<file path="config.mk">
export PLATFORM = sky130hd
export DESIGN_NAME = pendant_input_conditioner_flat
export DESIGN_NICKNAME = d
export VERILOG_FILES = /design/src/rtl/core/pic_pkg.sv /design/src/rtl/core/pic_req_if.sv /design/src/rtl/core/pic_rsp_if.sv /design/src/rtl/core/pic_front.sv /design/src/rtl/core/pic_queue.sv /design/src/rtl/core/pic_back.sv /design/src/rtl/core/pendant_input_conditioner.sv /design/src/flat_wrapper.sv
export SDC_FILE = /design/constraint.sdc
export NUM_CORES = 1
export LEC_CHECK = 0
export BUFFER_PORTS_ARGS = -buffer_cell sky130_fd_sc_hd__clkbuf_2
export CAP_MARGIN = 30
export CORE_UTILIZATION = 63
export CTS_BUF_LIST = sky130_fd_sc_hd__clkbuf_2
export CTS_CLUSTER_SIZE = 24
export DETAILED_ROUTE_END_ITERATION = 8
export PLACE_DENSITY = 0.82
export SETUP_SLACK_MARGIN = 0.3
export SLEW_MARGIN = 40
export SYNTH_ARGS = -nofsm -noshare
export SYNTH_HDL_FRONTEND = slang
export SYNTH_SLANG_ARGS = --single-unit
export TNS_END_PERCENT = 20
</file>
<file path="constraint.sdc">
create_clock -name i_clk -period 5.85 [get_ports i_clk]
set_input_delay 0.585 -clock i_clk [delete_from_list [all_inputs] [get_ports i_clk]]
set_output_delay 0.585 -clock i_clk [all_outputs]
set_load 0.05 [all_outputs]
</file>
<file path="src/rtl/core/pic_pkg.sv">
// ============================================================================
// pic_pkg - pendant input conditioner shared definitions
// Types, codes and constants used by the front end, job queue and back end.
// ============================================================================
package pic_pkg;

    // History of inverted port samples
    localparam int HIST_DEPTH = 8;
    localparam int HIST_IDX_W = $clog2(HIST_DEPTH);

    // Job queue between front and back end
    localparam int QUEUE_DEPTH = 2;
    localparam int QUEUE_PTR_W = $clog2(QUEUE_DEPTH);
    localparam int QUEUE_CNT_W = $clog2(QUEUE_DEPTH + 1);

    // Configuration port
    localparam int CFG_IDX_W  = 1;
    localparam int CFG_DATA_W = 8;
    localparam logic [CFG_IDX_W-1:0] CFG_POLL_CODE  = 1'd0;
    localparam logic [CFG_IDX_W-1:0] CFG_BLINK_HOLD = 1'd1;

    localparam logic [7:0] POLL_CODE_RST  = 8'hA5;
    localparam logic [7:0] BLINK_HOLD_RST = 8'd100;

    // Request and result codes
    localparam logic REQ_TICK = 1'b0;
    localparam logic REQ_BYTE = 1'b1;

    localparam logic KIND_STATUS = 1'b0;
    localparam logic KIND_REPLY  = 1'b1;

    // Reply byte positions
    localparam int BYTE_IDX_W = 3;
    localparam logic [BYTE_IDX_W-1:0] BYTE_FILT = 3'd0;
    localparam logic [BYTE_IDX_W-1:0] BYTE_XHI  = 3'd1;
    localparam logic [BYTE_IDX_W-1:0] BYTE_XLO  = 3'd2;
    localparam logic [BYTE_IDX_W-1:0] BYTE_YHI  = 3'd3;
    localparam logic [BYTE_IDX_W-1:0] BYTE_YLO  = 3'd4;

    // LED blink taps on the free-running tick counter
    localparam int BLINK_FAST_BIT = 5;
    localparam int BLINK_SLOW_BIT = 7;

    // Work handed from front to back end
    typedef struct packed {
        logic        kind;
        logic [7:0]  filt;
        logic [7:0]  edges;
        logic        led;
        logic [15:0] x_avg;
        logic [15:0] y_avg;
    } t_job;

    // One result item
    typedef struct packed {
        logic       result_kind;
        logic [7:0] filtered_inputs;
        logic [7:0] rising_edges;
        logic       led_on;
        logic [7:0] tx_byte;
        logic       last_byte;
    } t_rsp;

endpackage

</file>
<file path="src/rtl/core/pic_req_if.sv">
// ============================================================================
// pic_req_if - request channel
// Valid/ready channel carrying ticks and received serial bytes.
// ============================================================================
interface pic_req_if;
    logic        valid;
    logic        ready;
    logic        req_type;
    logic [7:0]  port_raw;
    logic [15:0] axis_x_sample;
    logic [15:0] axis_y_sample;
    logic [7:0]  rx_byte;

    modport source (
        output valid, req_type, port_raw, axis_x_sample, axis_y_sample, rx_byte,
        input  ready
    );
    modport sink (
        input  valid, req_type, port_raw, axis_x_sample, axis_y_sample, rx_byte,
        output ready
    );
endinterface

</file>
<file path="src/rtl/core/pic_rsp_if.sv">
// ============================================================================
// pic_rsp_if - result channel
// Valid/ready channel carrying tick status and reply bytes.
// ============================================================================
interface pic_rsp_if;
    logic       valid;
    logic       ready;
    logic       result_kind;
    logic [7:0] filtered_inputs;
    logic [7:0] rising_edges;
    logic       led_on;
    logic [7:0] tx_byte;
    logic       last_byte;

    modport source (
        output valid, result_kind, filtered_inputs, rising_edges, led_on,
               tx_byte, last_byte,
        input  ready
    );
    modport sink (
        input  valid, result_kind, filtered_inputs, rising_edges, led_on,
               tx_byte, last_byte,
        output ready
    );
endinterface

</file>
<file path="src/rtl/core/pic_front.sv">
// ============================================================================
// pic_front - request front end
// Accepts one request per cycle while the queue has room; runs debounce,
// axis filters and LED blink, and pushes a job per tick and matching poll byte.
// ============================================================================
module pic_front (
    input  logic                             i_clk,
    input  logic                             i_rst_n,
    pic_req_if.sink                          req,
    input  logic                             i_cfg_we,
    input  logic [pic_pkg::CFG_IDX_W-1:0]    i_cfg_idx,
    input  logic [pic_pkg::CFG_DATA_W-1:0]   i_cfg_data,
    input  logic                             i_q_full,
    output logic                             o_push,
    output pic_pkg::t_job                    o_job
);

    localparam logic [pic_pkg::HIST_IDX_W-1:0] HIST_LAST =
        pic_pkg::HIST_IDX_W'(pic_pkg::HIST_DEPTH - 1);

    logic [7:0]                      r_poll_code;
    logic [7:0]                      r_blink_hold;
    logic [7:0]                      r_hist [pic_pkg::HIST_DEPTH];
    logic [pic_pkg::HIST_IDX_W-1:0]  r_slot;
    logic [7:0]                      r_deb;
    logic [15:0]                     r_x_avg;
    logic [15:0]                     r_y_avg;
    logic [7:0]                      r_blink_cnt;
    logic [7:0]                      r_hold;
    logic                            r_fast;
    logic                            r_primed;

    logic                            accept;
    logic                            is_tick;
    logic                            poll_fast;
    logic                            poll_slow;
    logic [7:0]                      sample;
    logic [pic_pkg::HIST_IDX_W-1:0]  n_slot;
    logic [7:0]                      all1;
    logic [7:0]                      any1;
    logic [7:0]                      n_deb;
    logic [7:0]                      edges;
    logic [15:0]                     n_x_avg;
    logic [15:0]                     n_y_avg;
    logic                            led;

    assign req.ready = !i_q_full;
    assign accept    = req.valid && req.ready;
    assign is_tick   = (req.req_type == pic_pkg::REQ_TICK);
    assign poll_fast = (req.rx_byte == r_poll_code);
    assign poll_slow = (req.rx_byte == ~r_poll_code);
    assign sample    = ~req.port_raw;
    assign n_slot    = (r_slot == HIST_LAST) ? '0 : r_slot + 1'b1;

    // Debounce over the history with the new sample in place
    always_comb begin
        all1 = 8'hFF;
        any1 = 8'h00;
        for (int n = 0; n < pic_pkg::HIST_DEPTH; n++) begin
            if (n_slot == pic_pkg::HIST_IDX_W'(n)) begin
                all1 = all1 & sample;
                any1 = any1 | sample;
            end else begin
                all1 = all1 & r_hist[n];
                any1 = any1 | r_hist[n];
            end
        end
        if (r_primed) begin
            n_deb = (~r_deb & all1) | (r_deb & any1);
            edges = ~r_deb & n_deb;
        end else begin
            n_deb = sample;
            edges = 8'h00;
        end
    end

    // First-order axis filters, f + x/4 - f/4 modulo 2^16
    always_comb begin
        if (r_primed) begin
            n_x_avg = r_x_avg + (req.axis_x_sample >> 2) - (r_x_avg >> 2);
            n_y_avg = r_y_avg + (req.axis_y_sample >> 2) - (r_y_avg >> 2);
        end else begin
            n_x_avg = req.axis_x_sample;
            n_y_avg = req.axis_y_sample;
        end
    end

    // LED level from the counter value before this tick's increment
    always_comb begin
        if (r_hold != 8'd0) begin
            led = r_fast ? r_blink_cnt[pic_pkg::BLINK_FAST_BIT]
                         : r_blink_cnt[pic_pkg::BLINK_SLOW_BIT];
        end else begin
            led = 1'b0;
        end
    end

    // Job for the back end
    always_comb begin
        o_push = accept && (is_tick || poll_fast || poll_slow);
        if (is_tick) begin
            o_job.kind  = pic_pkg::KIND_STATUS;
            o_job.filt  = n_deb;
            o_job.edges = edges;
            o_job.led   = led;
            o_job.x_avg = '0;
            o_job.y_avg = '0;
        end else begin
            o_job.kind  = pic_pkg::KIND_REPLY;
            o_job.filt  = r_deb;
            o_job.edges = 8'h00;
            o_job.led   = 1'b0;
            o_job.x_avg = r_x_avg;
            o_job.y_avg = r_y_avg;
        end
    end

    // Configuration registers
    always_ff @(posedge i_clk) begin
        if (!i_rst_n) begin
            r_poll_code  <= pic_pkg::POLL_CODE_RST;
            r_blink_hold <= pic_pkg::BLINK_HOLD_RST;
        end else if (i_cfg_we) begin
            if (i_cfg_idx == pic_pkg::CFG_POLL_CODE) begin
                r_poll_code <= i_cfg_data;
            end else begin
                r_blink_hold <= i_cfg_data;
            end
        end
    end

    // Sample history, loaded whole on the first tick
    always_ff @(posedge i_clk) begin
        if (accept && is_tick) begin
            for (int n = 0; n < pic_pkg::HIST_DEPTH; n++) begin
                if (!r_primed || n_slot == pic_pkg::HIST_IDX_W'(n)) begin
                    r_hist[n] <= sample;
                end
            end
        end
    end

    // Conditioner state
    always_ff @(posedge i_clk) begin
        if (!i_rst_n) begin
            r_slot      <= '0;
            r_deb       <= 8'h00;
            r_x_avg     <= 16'h0000;
            r_y_avg     <= 16'h0000;
            r_blink_cnt <= 8'h00;
            r_hold      <= 8'h00;
            r_fast      <= 1'b0;
            r_primed    <= 1'b0;
        end else if (accept) begin
            if (is_tick) begin
                if (r_primed) begin
                    r_slot <= n_slot;
                end
                r_deb       <= n_deb;
                r_x_avg     <= n_x_avg;
                r_y_avg     <= n_y_avg;
                r_primed    <= 1'b1;
                r_blink_cnt <= r_blink_cnt + 8'd1;
                if (r_hold != 8'd0) begin
                    r_hold <= r_hold - 8'd1;
                end
            end else if (poll_fast || poll_slow) begin
                r_fast <= poll_fast;
                r_hold <= r_blink_hold;
            end
        end
    end

endmodule

</file>
<file path="src/rtl/core/pic_queue.sv">
// ============================================================================
// pic_queue - job queue
// Small FIFO that decouples the front end from the back end.
// ============================================================================
module pic_queue (
    input  logic            i_clk,
    input  logic            i_rst_n,
    input  logic            i_push,
    input  pic_pkg::t_job   i_job,
    output logic            o_full,
    input  logic            i_pop,
    output logic            o_valid,
    output pic_pkg::t_job   o_job
);

    localparam logic [pic_pkg::QUEUE_PTR_W-1:0] PTR_LAST =
        pic_pkg::QUEUE_PTR_W'(pic_pkg::QUEUE_DEPTH - 1);
    localparam logic [pic_pkg::QUEUE_CNT_W-1:0] CNT_FULL =
        pic_pkg::QUEUE_CNT_W'(pic_pkg::QUEUE_DEPTH);

    pic_pkg::t_job                    r_mem [pic_pkg::QUEUE_DEPTH];
    logic [pic_pkg::QUEUE_PTR_W-1:0]  r_wr_ptr;
    logic [pic_pkg::QUEUE_PTR_W-1:0]  r_rd_ptr;
    logic [pic_pkg::QUEUE_CNT_W-1:0]  r_count;

    assign o_full  = (r_count == CNT_FULL);
    assign o_valid = (r_count != '0);
    assign o_job   = r_mem[r_rd_ptr];

    // Storage
    always_ff @(posedge i_clk) begin
        if (i_push) begin
            r_mem[r_wr_ptr] <= i_job;
        end
    end

    // Pointers and fill count
    always_ff @(posedge i_clk) begin
        if (!i_rst_n) begin
            r_wr_ptr <= '0;
            r_rd_ptr <= '0;
            r_count  <= '0;
        end else begin
            if (i_push) begin
                r_wr_ptr <= (r_wr_ptr == PTR_LAST) ? '0 : r_wr_ptr + 1'b1;
            end
            if (i_pop) begin
                r_rd_ptr <= (r_rd_ptr == PTR_LAST) ? '0 : r_rd_ptr + 1'b1;
            end
            if (i_push && !i_pop) begin
                r_count <= r_count + 1'b1;
            end else if (i_pop && !i_push) begin
                r_count <= r_count - 1'b1;
            end
        end
    end

endmodule

</file>
<file path="src/rtl/core/pic_back.sv">
// ============================================================================
// pic_back - result back end
// Expands each job into one status result or five reply bytes and holds
// them in an output register.
// ============================================================================
module pic_back (
    input  logic            i_clk,
    input  logic            i_rst_n,
    input  logic            i_q_valid,
    input  pic_pkg::t_job   i_q_job,
    output logic            o_pop,
    pic_rsp_if.source       rsp
);

    pic_pkg::t_job                   r_job;
    logic                            r_busy;
    logic [pic_pkg::BYTE_IDX_W-1:0]  r_idx;
    pic_pkg::t_rsp                   r_rsp;
    logic                            r_out_valid;

    pic_pkg::t_job                   cur_job;
    logic [pic_pkg::BYTE_IDX_W-1:0]  cur_idx;
    logic                            out_free;
    logic                            emit;
    logic                            is_last;
    logic [7:0]                      tx;
    pic_pkg::t_rsp                   n_rsp;

    assign out_free = !r_out_valid || rsp.ready;
    assign cur_job  = r_busy ? r_job : i_q_job;
    assign cur_idx  = r_busy ? r_idx : pic_pkg::BYTE_FILT;
    assign emit     = out_free && (r_busy || i_q_valid);
    assign o_pop    = out_free && !r_busy && i_q_valid;
    assign is_last  = (cur_job.kind == pic_pkg::KIND_STATUS) || (cur_idx == pic_pkg::BYTE_YLO);

    // Reply byte select
    always_comb begin
        unique case (cur_idx)
            pic_pkg::BYTE_FILT: tx = cur_job.filt;
            pic_pkg::BYTE_XHI:  tx = cur_job.x_avg[15:8];
            pic_pkg::BYTE_XLO:  tx = cur_job.x_avg[7:0];
            pic_pkg::BYTE_YHI:  tx = cur_job.y_avg[15:8];
            pic_pkg::BYTE_YLO:  tx = cur_job.y_avg[7:0];
            default:            tx = 8'h00;
        endcase
    end

    // Result assembly
    always_comb begin
        n_rsp.result_kind     = cur_job.kind;
        n_rsp.filtered_inputs = cur_job.filt;
        n_rsp.rising_edges    = cur_job.edges;
        n_rsp.led_on          = cur_job.led;
        if (cur_job.kind == pic_pkg::KIND_REPLY) begin
            n_rsp.tx_byte   = tx;
            n_rsp.last_byte = is_last;
        end else begin
            n_rsp.tx_byte   = 8'h00;
            n_rsp.last_byte = 1'b0;
        end
    end

    // Job sequencing
    always_ff @(posedge i_clk) begin
        if (!i_rst_n) begin
            r_busy <= 1'b0;
            r_idx  <= '0;
        end else if (emit) begin
            if (is_last) begin
                r_busy <= 1'b0;
            end else begin
                r_busy <= 1'b1;
                r_idx  <= cur_idx + 1'b1;
            end
        end
    end

    always_ff @(posedge i_clk) begin
        if (o_pop) begin
            r_job <= i_q_job;
        end
    end

    // Output register
    always_ff @(posedge i_clk) begin
        if (!i_rst_n) begin
            r_out_valid <= 1'b0;
        end else if (out_free) begin
            r_out_valid <= emit;
        end
    end

    always_ff @(posedge i_clk) begin
        if (emit) begin
            r_rsp <= n_rsp;
        end
    end

    assign rsp.valid           = r_out_valid;
    assign rsp.result_kind     = r_rsp.result_kind;
    assign rsp.filtered_inputs = r_rsp.filtered_inputs;
    assign rsp.rising_edges    = r_rsp.rising_edges;
    assign rsp.led_on          = r_rsp.led_on;
    assign rsp.tx_byte         = r_rsp.tx_byte;
    assign rsp.last_byte       = r_rsp.last_byte;

endmodule

</file>
<file path="src/rtl/core/pendant_input_conditioner.sv">
// ============================================================================
// pendant_input_conditioner - pendant input conditioner top level
// Debounces the digital port, filters both joystick axes and answers polls.
// ============================================================================
// The front end takes one request per clock while its two-entry job queue has
// room: a tick updates debounce, filters and LED state in that cycle and yields
// one status result; a poll byte equal to poll_code or its complement yields
// five reply bytes, which the back end sends one per clock from its output
// register while the result side is ready; other bytes give nothing. With
// the result side idle, a result passes the job queue and then the output
// register; behind a poll reply or a stalled result it waits longer.
// There is no clearing pass after reset; the first tick loads the history.
module pendant_input_conditioner (
    input  logic                             i_clk,
    input  logic                             i_rst_n,
    pic_req_if.sink                          i_req,
    pic_rsp_if.source                        o_rsp,
    input  logic                             i_cfg_we,
    input  logic [pic_pkg::CFG_IDX_W-1:0]    i_cfg_idx,
    input  logic [pic_pkg::CFG_DATA_W-1:0]   i_cfg_data
);

    logic           push;
    logic           pop;
    logic           q_full;
    logic           q_valid;
    pic_pkg::t_job  push_job;
    pic_pkg::t_job  head_job;

    // Request front end
    pic_front u_front (
        .i_clk      (i_clk),
        .i_rst_n    (i_rst_n),
        .req        (i_req),
        .i_cfg_we   (i_cfg_we),
        .i_cfg_idx  (i_cfg_idx),
        .i_cfg_data (i_cfg_data),
        .i_q_full   (q_full),
        .o_push     (push),
        .o_job      (push_job)
    );

    // Job queue
    pic_queue u_queue (
        .i_clk   (i_clk),
        .i_rst_n (i_rst_n),
        .i_push  (push),
        .i_job   (push_job),
        .o_full  (q_full),
        .i_pop   (pop),
        .o_valid (q_valid),
        .o_job   (head_job)
    );

    // Result back end
    pic_back u_back (
        .i_clk     (i_clk),
        .i_rst_n   (i_rst_n),
        .i_q_valid (q_valid),
        .i_q_job   (head_job),
        .o_pop     (pop),
        .rsp       (o_rsp)
    );

endmodule

</file>
<file path="src/flat_wrapper.sv">
// flat-port wrapper written by rule: the top's interface ports become plain ports
module pendant_input_conditioner_flat 
  (i_clk, i_rst_n, i_cfg_we, i_cfg_idx, i_cfg_data, i_req_valid, i_req_req_type, i_req_port_raw, i_req_axis_x_sample, i_req_axis_y_sample, i_req_rx_byte, i_req_ready, o_rsp_valid, o_rsp_result_kind, o_rsp_filtered_inputs, o_rsp_rising_edges, o_rsp_led_on, o_rsp_tx_byte, o_rsp_last_byte, o_rsp_ready);
  pic_req_if i_req_i ();
  pic_rsp_if o_rsp_i ();
  input  logic i_clk;
  input  logic i_rst_n;
  input  logic i_cfg_we;
  input  logic [pic_pkg::CFG_IDX_W-1:0] i_cfg_idx;
  input  logic [pic_pkg::CFG_DATA_W-1:0] i_cfg_data;
  input wire logic [$bits(i_req_i.valid)-1:0] i_req_valid;
  input wire logic [$bits(i_req_i.req_type)-1:0] i_req_req_type;
  input wire logic [$bits(i_req_i.port_raw)-1:0] i_req_port_raw;
  input wire logic [$bits(i_req_i.axis_x_sample)-1:0] i_req_axis_x_sample;
  input wire logic [$bits(i_req_i.axis_y_sample)-1:0] i_req_axis_y_sample;
  input wire logic [$bits(i_req_i.rx_byte)-1:0] i_req_rx_byte;
  output wire logic [$bits(i_req_i.ready)-1:0] i_req_ready;
  output wire logic [$bits(o_rsp_i.valid)-1:0] o_rsp_valid;
  output wire logic [$bits(o_rsp_i.result_kind)-1:0] o_rsp_result_kind;
  output wire logic [$bits(o_rsp_i.filtered_inputs)-1:0] o_rsp_filtered_inputs;
  output wire logic [$bits(o_rsp_i.rising_edges)-1:0] o_rsp_rising_edges;
  output wire logic [$bits(o_rsp_i.led_on)-1:0] o_rsp_led_on;
  output wire logic [$bits(o_rsp_i.tx_byte)-1:0] o_rsp_tx_byte;
  output wire logic [$bits(o_rsp_i.last_byte)-1:0] o_rsp_last_byte;
  input wire logic [$bits(o_rsp_i.ready)-1:0] o_rsp_ready;
  assign i_req_i.valid = i_req_valid;
  assign i_req_i.req_type = i_req_req_type;
  assign i_req_i.port_raw = i_req_port_raw;
  assign i_req_i.axis_x_sample = i_req_axis_x_sample;
  assign i_req_i.axis_y_sample = i_req_axis_y_sample;
  assign i_req_i.rx_byte = i_req_rx_byte;
  assign i_req_ready = i_req_i.ready;
  assign o_rsp_valid = o_rsp_i.valid;
  assign o_rsp_result_kind = o_rsp_i.result_kind;
  assign o_rsp_filtered_inputs = o_rsp_i.filtered_inputs;
  assign o_rsp_rising_edges = o_rsp_i.rising_edges;
  assign o_rsp_led_on = o_rsp_i.led_on;
  assign o_rsp_tx_byte = o_rsp_i.tx_byte;
  assign o_rsp_last_byte = o_rsp_i.last_byte;
  assign o_rsp_i.ready = o_rsp_ready;
  pendant_input_conditioner u_core (.i_clk(i_clk), .i_rst_n(i_rst_n), .i_req(i_req_i), .o_rsp(o_rsp_i), .i_cfg_we(i_cfg_we), .i_cfg_idx(i_cfg_idx), .i_cfg_data(i_cfg_data));
endmodule
</file>
==> results.sh, run 1 <==
export IMPL_status="finished clean"
export IMPL_pin_count=92
export IMPL_post_route_drc_count=0
export IMPL_dieHeight_um=166.7
export IMPL_synth_seq_cells=328
export IMPL_arrival_ns=4.33
export IMPL_endpoint_kind="register"
export IMPL_avgSynthCellArea_sq_um=10.89
export IMPL_cp_slowest_cell="or4b_1"
export IMPL_critPathBufInv=0
export IMPL_crit_fanout=20
export IMPL_worstSetupPathType="register to register"
export IMPL_rsz0062_at_grt="no"
export IMPL_crit_family="compound AO/OA/AOI/OAI gates"
export IMPL_ctsHtreeMaxLevel=3
export IMPL_drv_slew=0
export IMPL_ant_nets=0
export IMPL_synthArstFlopShare_pct=0
export IMPL_tightest_slew_ns=0.8330
export IMPL_ir_drop_uv=232.3
export IMPL_dieArea_sq_um=27790
export IMPL_crit_path_max_incr_delay_ns=0.80
export IMPL_wire_per_inst_um=20.09
export IMPL_worstSkewPairLatency_ns=0.91
export IMPL_via_count=13100
export IMPL_slew_headroom_pct=44.33
export IMPL_grt_usage_pct=30.23
export IMPL_drive_gt1_share_pct=19.32
export IMPL_cp_required_ns=6.46
export IMPL_switchingPower_mw=2.798
export IMPL_via_per_inst=6.250
export IMPL_fin_crit_ns=3.718
export IMPL_antenna_found_initial=1
export IMPL_dr_pass1_iters=7
export IMPL_cts_setup_buffers=0
export IMPL_syn_area_sq_um=17090
export IMPL_grt_max_degree=76
export IMPL_dpl_cell_area_sq_um=17800
export IMPL_die_x_um=166.7
export IMPL_core_area_sq_um=26350
export IMPL_wirelength_mm=42.11
export IMPL_final_period_utilization_pct=63.55
export IMPL_clk_pin_slew_ns=0.10
export IMPL_final_area_sq_um=18690
export IMPL_initial_core_util_pct=64.85
export IMPL_dp_slack_ns=2.117
export IMPL_grt_pass1_wl_mm=66.01
export IMPL_synth_edf_count=241
export IMPL_cts_inserted_buffers=82
export IMPL_final_cell_mix="edfxtp_1 (241), clkbuf_2 (211), inv_1 (140), nand2_1 (113), nor2_1 (90)"
export IMPL_power_total_mw=7.302
export IMPL_switching_share_pct=38.33
export IMPL_gp_congestion=0.9198
export IMPL_cts_root_buffer="clkbuf_2"
export IMPL_finalHoldViolations=0
export IMPL_clkSinkCount=328
export IMPL_grt_pass1_vias=12660
export IMPL_setup_slack_ns=2.132
export IMPL_ys_seq_area_share_pct=52.54
export IMPL_synth_fp_nets=1703
export IMPL_synthFlopType="edfxtp_1"
export IMPL_power_density_nw_per_um2=390.7
export IMPL_area_growth_pct=9.342
export IMPL_post_route_util_pct=70.91
export IMPL_clockBufferDepth=3
export IMPL_hold_class="input pin to register"
export IMPL_finalSetupViolCount=0
export IMPL_p_int_mw=4.503
export IMPL_pwr_share_comb_pct=34.0
export IMPL_cts_tree="done"
export IMPL_critical_path_most_common_cell="ha_1"
export IMPL_power_frac_seq_pct=45.2
export IMPL_synthCells=1569
export IMPL_clockPowerShare_pct=20.8
export IMPL_port_buffers=91
export IMPL_tns_ns=0
export IMPL_fmax_ghz=0.2690
export IMPL_ys_warn_count=0
export IMPL_rows=59
export IMPL_dp_hpwl_mm=28.28
export IMPL_overflow=0
export IMPL_layout_commonest_cell="edfxtp_1"
export IMPL_critical_path_startpoint_type="register"
export IMPL_final_nets=1825
export IMPL_fin_worst_skew_ns=0.06416
export IMPL_cap_violations=0
export IMPL_p_leak_nw=7.253
export IMPL_synth_cell_type_count=77
export IMPL_path_cells="ha_1 -> ha_1 -> or4b_1 -> a222oi_1 -> o21ai_0 -> o41ai_1 -> a311oi_1 -> a21o_1"
export IMPL_drtIter0Drc=1302
state kept, by name, indices dropped and copies added (netlist names), 16 cells and up, named ones only:
name	flops
u_core.u_back.r_job	50
u_core.u_front.r_x_avg	16
u_core.u_front.r_y_avg	16
u_core.u_queue.r_mem	100
u_core.u_front.r_hist	64
worst paths after layout:
kind                                               startpoint                                          end  slack (ns)  cells past startpoint
setup / recovery        u_core.u_front.r_slot[0]$_SDFFE_PN0P_        u_core.u_queue.r_mem[1][42]$_DFFE_PP_        2.13                      8
hold / removal                         i_req_axis_x_sample[2]       u_core.u_front.r_x_avg[2]$_SDFFE_PN0P_        0.07                      3
setup reg to reg        u_core.u_front.r_slot[0]$_SDFFE_PN0P_        u_core.u_queue.r_mem[1][42]$_DFFE_PP_        2.13                      8
hold reg to reg   u_core.u_front.r_blink_hold[0]$_SDFFE_PN0P_  u_core.u_front.r_blink_hold[0]$_SDFFE_PN0P_        0.46                      2
power by group through the flow:
stage	Sequential, mW	Combinational [mW]	Clock [mW]
2_1_floorplan	3.61	1.58	0
3_3_place_gp	3.33	2.38	0
3_5_place_dp	3.36	2.43	0
4_1_cts	3.30	2.46	1.55
5_1_grt	3.34	2.71	1.65
6_report	3.30	2.48	1.52
worst min-delay path: cells and delay by family:
family	cells	cell delay [ns]
AOI/OAI and AO/OA	2	0.25
buffers and inverters	1	0.10
Yosys cell counts (25+ instances only):
cell / n / area, sq um
o211ai_1: 33 / 247.7
nor2_1: 91 / 341.6
ha_1: 43 / 538.0
mux2_2: 76 / 855.8
o21ai_0: 67 / 335.3
inv_1: 142 / 533.0
edfxtp_1: 241 / 7237
nand2_1: 113 / 424.2
fa_1: 28 / 560.5
nand2b_1: 25 / 156.4
clkbuf_1: 56 / 210.2
nand3_1: 36 / 180.2
dfxtp_1: 87 / 1742
a21oi_1: 93 / 465.5
a31oi_1: 31 / 193.9
and2_1: 41 / 256.5
a211oi_1: 28 / 210.2
timing repair:
action | in CTS | in global routing
hold endpoints to repair | 20 | 0
resized for setup | 0 | 0
hold buffers | 12 | 0
routing by layer:
metal,wire length [um],global-route usage [%],vias to the layer above
li1,-,-,6062
met1,17590,41.02,6232
met2,19260,47.97,707
met3,4173,6.630,99
met4,1097,11.07,0
met5,0,0,-
per-stage QoR:
| step | cells | hold slack (ns) |
|---|---|---|
| 6_report | 2096 | 0.06881 |
| 5_1_grt | 2096 | 0.05608 |
| 4_1_cts | 2093 | 0.0008536 |
| 3_5_place_dp | 1928 | 0.4473 |
| 3_3_place_gp | 1927 | 0.4437 |
| 2_1_floorplan | 1569 | 0.4329 |
kinds of logic (layout without fill, tap and decap cells):
| kind of cell | count (synthesis) | count (layout) | share of synthesized area, % |
|---|---|---|---|
| other cells | 0 | 1 | 0 |
| simple gates | 413 | 413 | 12.26 |
| flops | 328 | 328 | 52.54 |
| xor+xnor | 32 | 32 | 1.640 |
| mux | 95 | 95 | 6.120 |
| buf+inv | 227 | 418 | 5.132 |
| fa+ha+maj | 71 | 71 | 6.428 |
| compound gates | 403 | 403 | 15.89 |
cell type report:
type	instances	area, sq um
inverter	142	535.5
fill	1927	7667
tap	335	419.2
timing repair buffer	123	723.2
antenna	1	2.502
clock buffer	120	600.6
clock inverter	33	151.4
multi-input combinational	1014	7269
sequential	328	8985
Power figures use the tool's default switching activity.
==> inputs of run 2 (changes only) <==
clock period = 3.7 ns   (was 5.85 ns; I/O delays follow)
==> run 2 against run 1 <==
Sequential power increased by 56%. Total power rose by 59%. Cell count increased by 3.5%. Critical path type unchanged. Largest cell class unchanged.
==> results.sh, run 2 (synthesized netlist as in run 1, its figures left out) <==
export IMPL_status="finished clean"
export IMPL_power_frac_seq_pct=44.2
export IMPL_clkSinkCount=328
export IMPL_grt_max_degree=52
export IMPL_ant_nets=0
export IMPL_grt_pass1_wl_mm=67.21
export IMPL_crit_fanout=22
export IMPL_hp_start="i_req_port_raw[5]"
export IMPL_p_leak_nw=7.592
export IMPL_drtIter0Drc=1209
export IMPL_dieArea_sq_um=27790
export IMPL_post_route_drc_count=0
export IMPL_final_period_utilization_pct=90.25
export IMPL_cts_root_buffer="clkbuf_2"
export IMPL_die_x_um=166.7
export IMPL_area_growth_pct=13.49
export IMPL_tns_ns=0
export IMPL_r2r_start="u_core.u_front.r_slot[0]$_SDFFE_PN0P_"
export IMPL_clockPowerShare_pct=20.8
export IMPL_fin_crit_ns=3.339
export IMPL_finalHoldViolations=0
export IMPL_slew_headroom_pct=46.75
export IMPL_final_cell_mix="edfxtp_1 (241), clkbuf_2 (214), inv_1 (139), nand2_1 (113), a21oi_1 (91)"
export IMPL_ctsHtreeMaxLevel=3
export IMPL_drive_gt1_share_pct=19.69
export IMPL_wirelength_mm=42.29
export IMPL_crit_path_start="u_core.u_front.r_slot[0]$_SDFFE_PN0P_"
export IMPL_fin_worst_skew_ns=0.1007
export IMPL_wire_per_inst_um=19.50
export IMPL_antenna_found_initial=1
export IMPL_switchingPower_mw=4.443
export IMPL_grt_usage_pct=30.66
export IMPL_via_per_inst=6.202
export IMPL_overflow=0
export IMPL_cts_inserted_buffers=82
export IMPL_final_nets=1897
export IMPL_critical_path_startpoint_type="register"
export IMPL_timing_hold_ws_ns=0.09025
export IMPL_p_int_mw=7.202
export IMPL_clk_pin_slew_ns=0.11
export IMPL_pwr_share_comb_pct=35.0
export IMPL_cp_required_ns=4.34
export IMPL_dr_pass1_iters=8
export IMPL_drv_slew=0
export IMPL_gp_congestion=0.9518
export IMPL_pin_count=92
export IMPL_reg_largest_list="u_core.u_queue.r_mem (100), u_core.u_front.r_hist (64), u_core.u_back.r_job (50)"
export IMPL_setup_slack_ns=0.3607
export IMPL_arrival_ns=3.98
export IMPL_port_buffers=91
export IMPL_core_area_sq_um=26350
export IMPL_worstSetupPathType="register to register"
export IMPL_dieHeight_um=166.7
export IMPL_via_count=13450
export IMPL_worstSkewPairLatency_ns=0.93
export IMPL_cap_violations=0
export IMPL_dp_slack_ns=0.4155
export IMPL_dp_hpwl_mm=28.15
export IMPL_layout_commonest_cell="edfxtp_1"
export IMPL_tightest_slew_ns=0.7887
export IMPL_rows=59
export IMPL_rsz0062_at_grt="yes"
export IMPL_hold_class="input pin to register"
export IMPL_grt_pass1_vias=13200
export IMPL_power_density_nw_per_um2=600.4
export IMPL_clockBufferDepth=3
export IMPL_power_total_mw=11.64
export IMPL_initial_core_util_pct=64.85
export IMPL_switching_share_pct=38.16
export IMPL_largest_register_ffs=100
export IMPL_final_fill_count=1775
export IMPL_ir_drop_uv=385.8
export IMPL_endpoint_kind="register"
export IMPL_fmax_ghz=0.2995
export IMPL_post_route_util_pct=73.59
export IMPL_largest_register="u_core.u_queue.r_mem"
export IMPL_cts_tree="done"
export IMPL_finalSetupViolCount=0
[run 2: critical path, cell delays in order, from the launching register on]
cell	delay, ns
dfxtp_1	0.33
ha_1	0.20
ha_1	0.30
buf_4	0.22
or4_1	0.76
a22oi_1	0.24
nand3_1	0.10
o41ai_1	0.57
a311oi_1	0.18
a21o_1	0.19
[run 2: final timing paths]
| path | end | slack [ns] | cells past startpoint |
|---|---|---|---|
| min reg2reg | u_core.u_front.r_slot[2]$_SDFFE_PN0P_ | 0.47 | 2 |
| min | u_core.u_front.r_hist[1][29]$_DFFE_PP_ | 0.09 | 2 |
| max | u_core.u_queue.r_mem[1][47]$_DFFE_PP_ | 0.36 | 9 |
| max reg2reg | u_core.u_queue.r_mem[1][47]$_DFFE_PP_ | 0.36 | 9 |
[run 2: cell type report]
| cell class | instances | area (sq um) | area share [%] |
|---|---|---|---|
| Multi-Input combinational cell | 1014 | 7261 | 37.44 |
| Inverter | 142 | 536.8 | 2.768 |
| Tap cell | 335 | 419.2 | 2.161 |
| Clock inverter | 31 | 146.4 | 0.7548 |
| Timing Repair Buffer | 195 | 1431 | 7.380 |
| Clock buffer | 123 | 615.6 | 3.174 |
| Sequential cell | 328 | 8982 | 46.31 |
| Antenna cell | 1 | 2.502 | 0.01290 |
[run 2: routing by layer]
metal | up-vias | GRT usage, % | routed length (um)
li1 | 6218 | - | -
met1 | 6440 | 40.96 | 17750
met2 | 674 | 49.62 | 19810
met3 | 121 | 5.775 | 3386
met4 | 0 | 12.44 | 1345
met5 | - | 0 | 0
[run 2: repair_timing]
item | CTS | global route
endpoints found under the setup margin | 0 | 8
endpoints found under the hold margin | 114 | 0
hold buffers | 68 | 0
gates resized for setup | 0 | 1
setup buffers | 0 | 3
[run 2: through the flow]
step                cells  area [sq um]
floorplan            1569         17090
global placement     1943         17910
detailed placement   1943         17920
CTS                  2165         19360
global route         2169         19390
finish               2169         19390
[run 2: power by group through the flow]
stage	clock network [mW]	registers, mW	logic (mW)
final	2.42	5.15	4.07
after global routing	2.66	5.21	4.43
after CTS	2.47	5.14	4.00
after detailed placement	0	5.22	3.92
after global placement	0	5.19	3.82
after floorplan	0	5.70	2.49
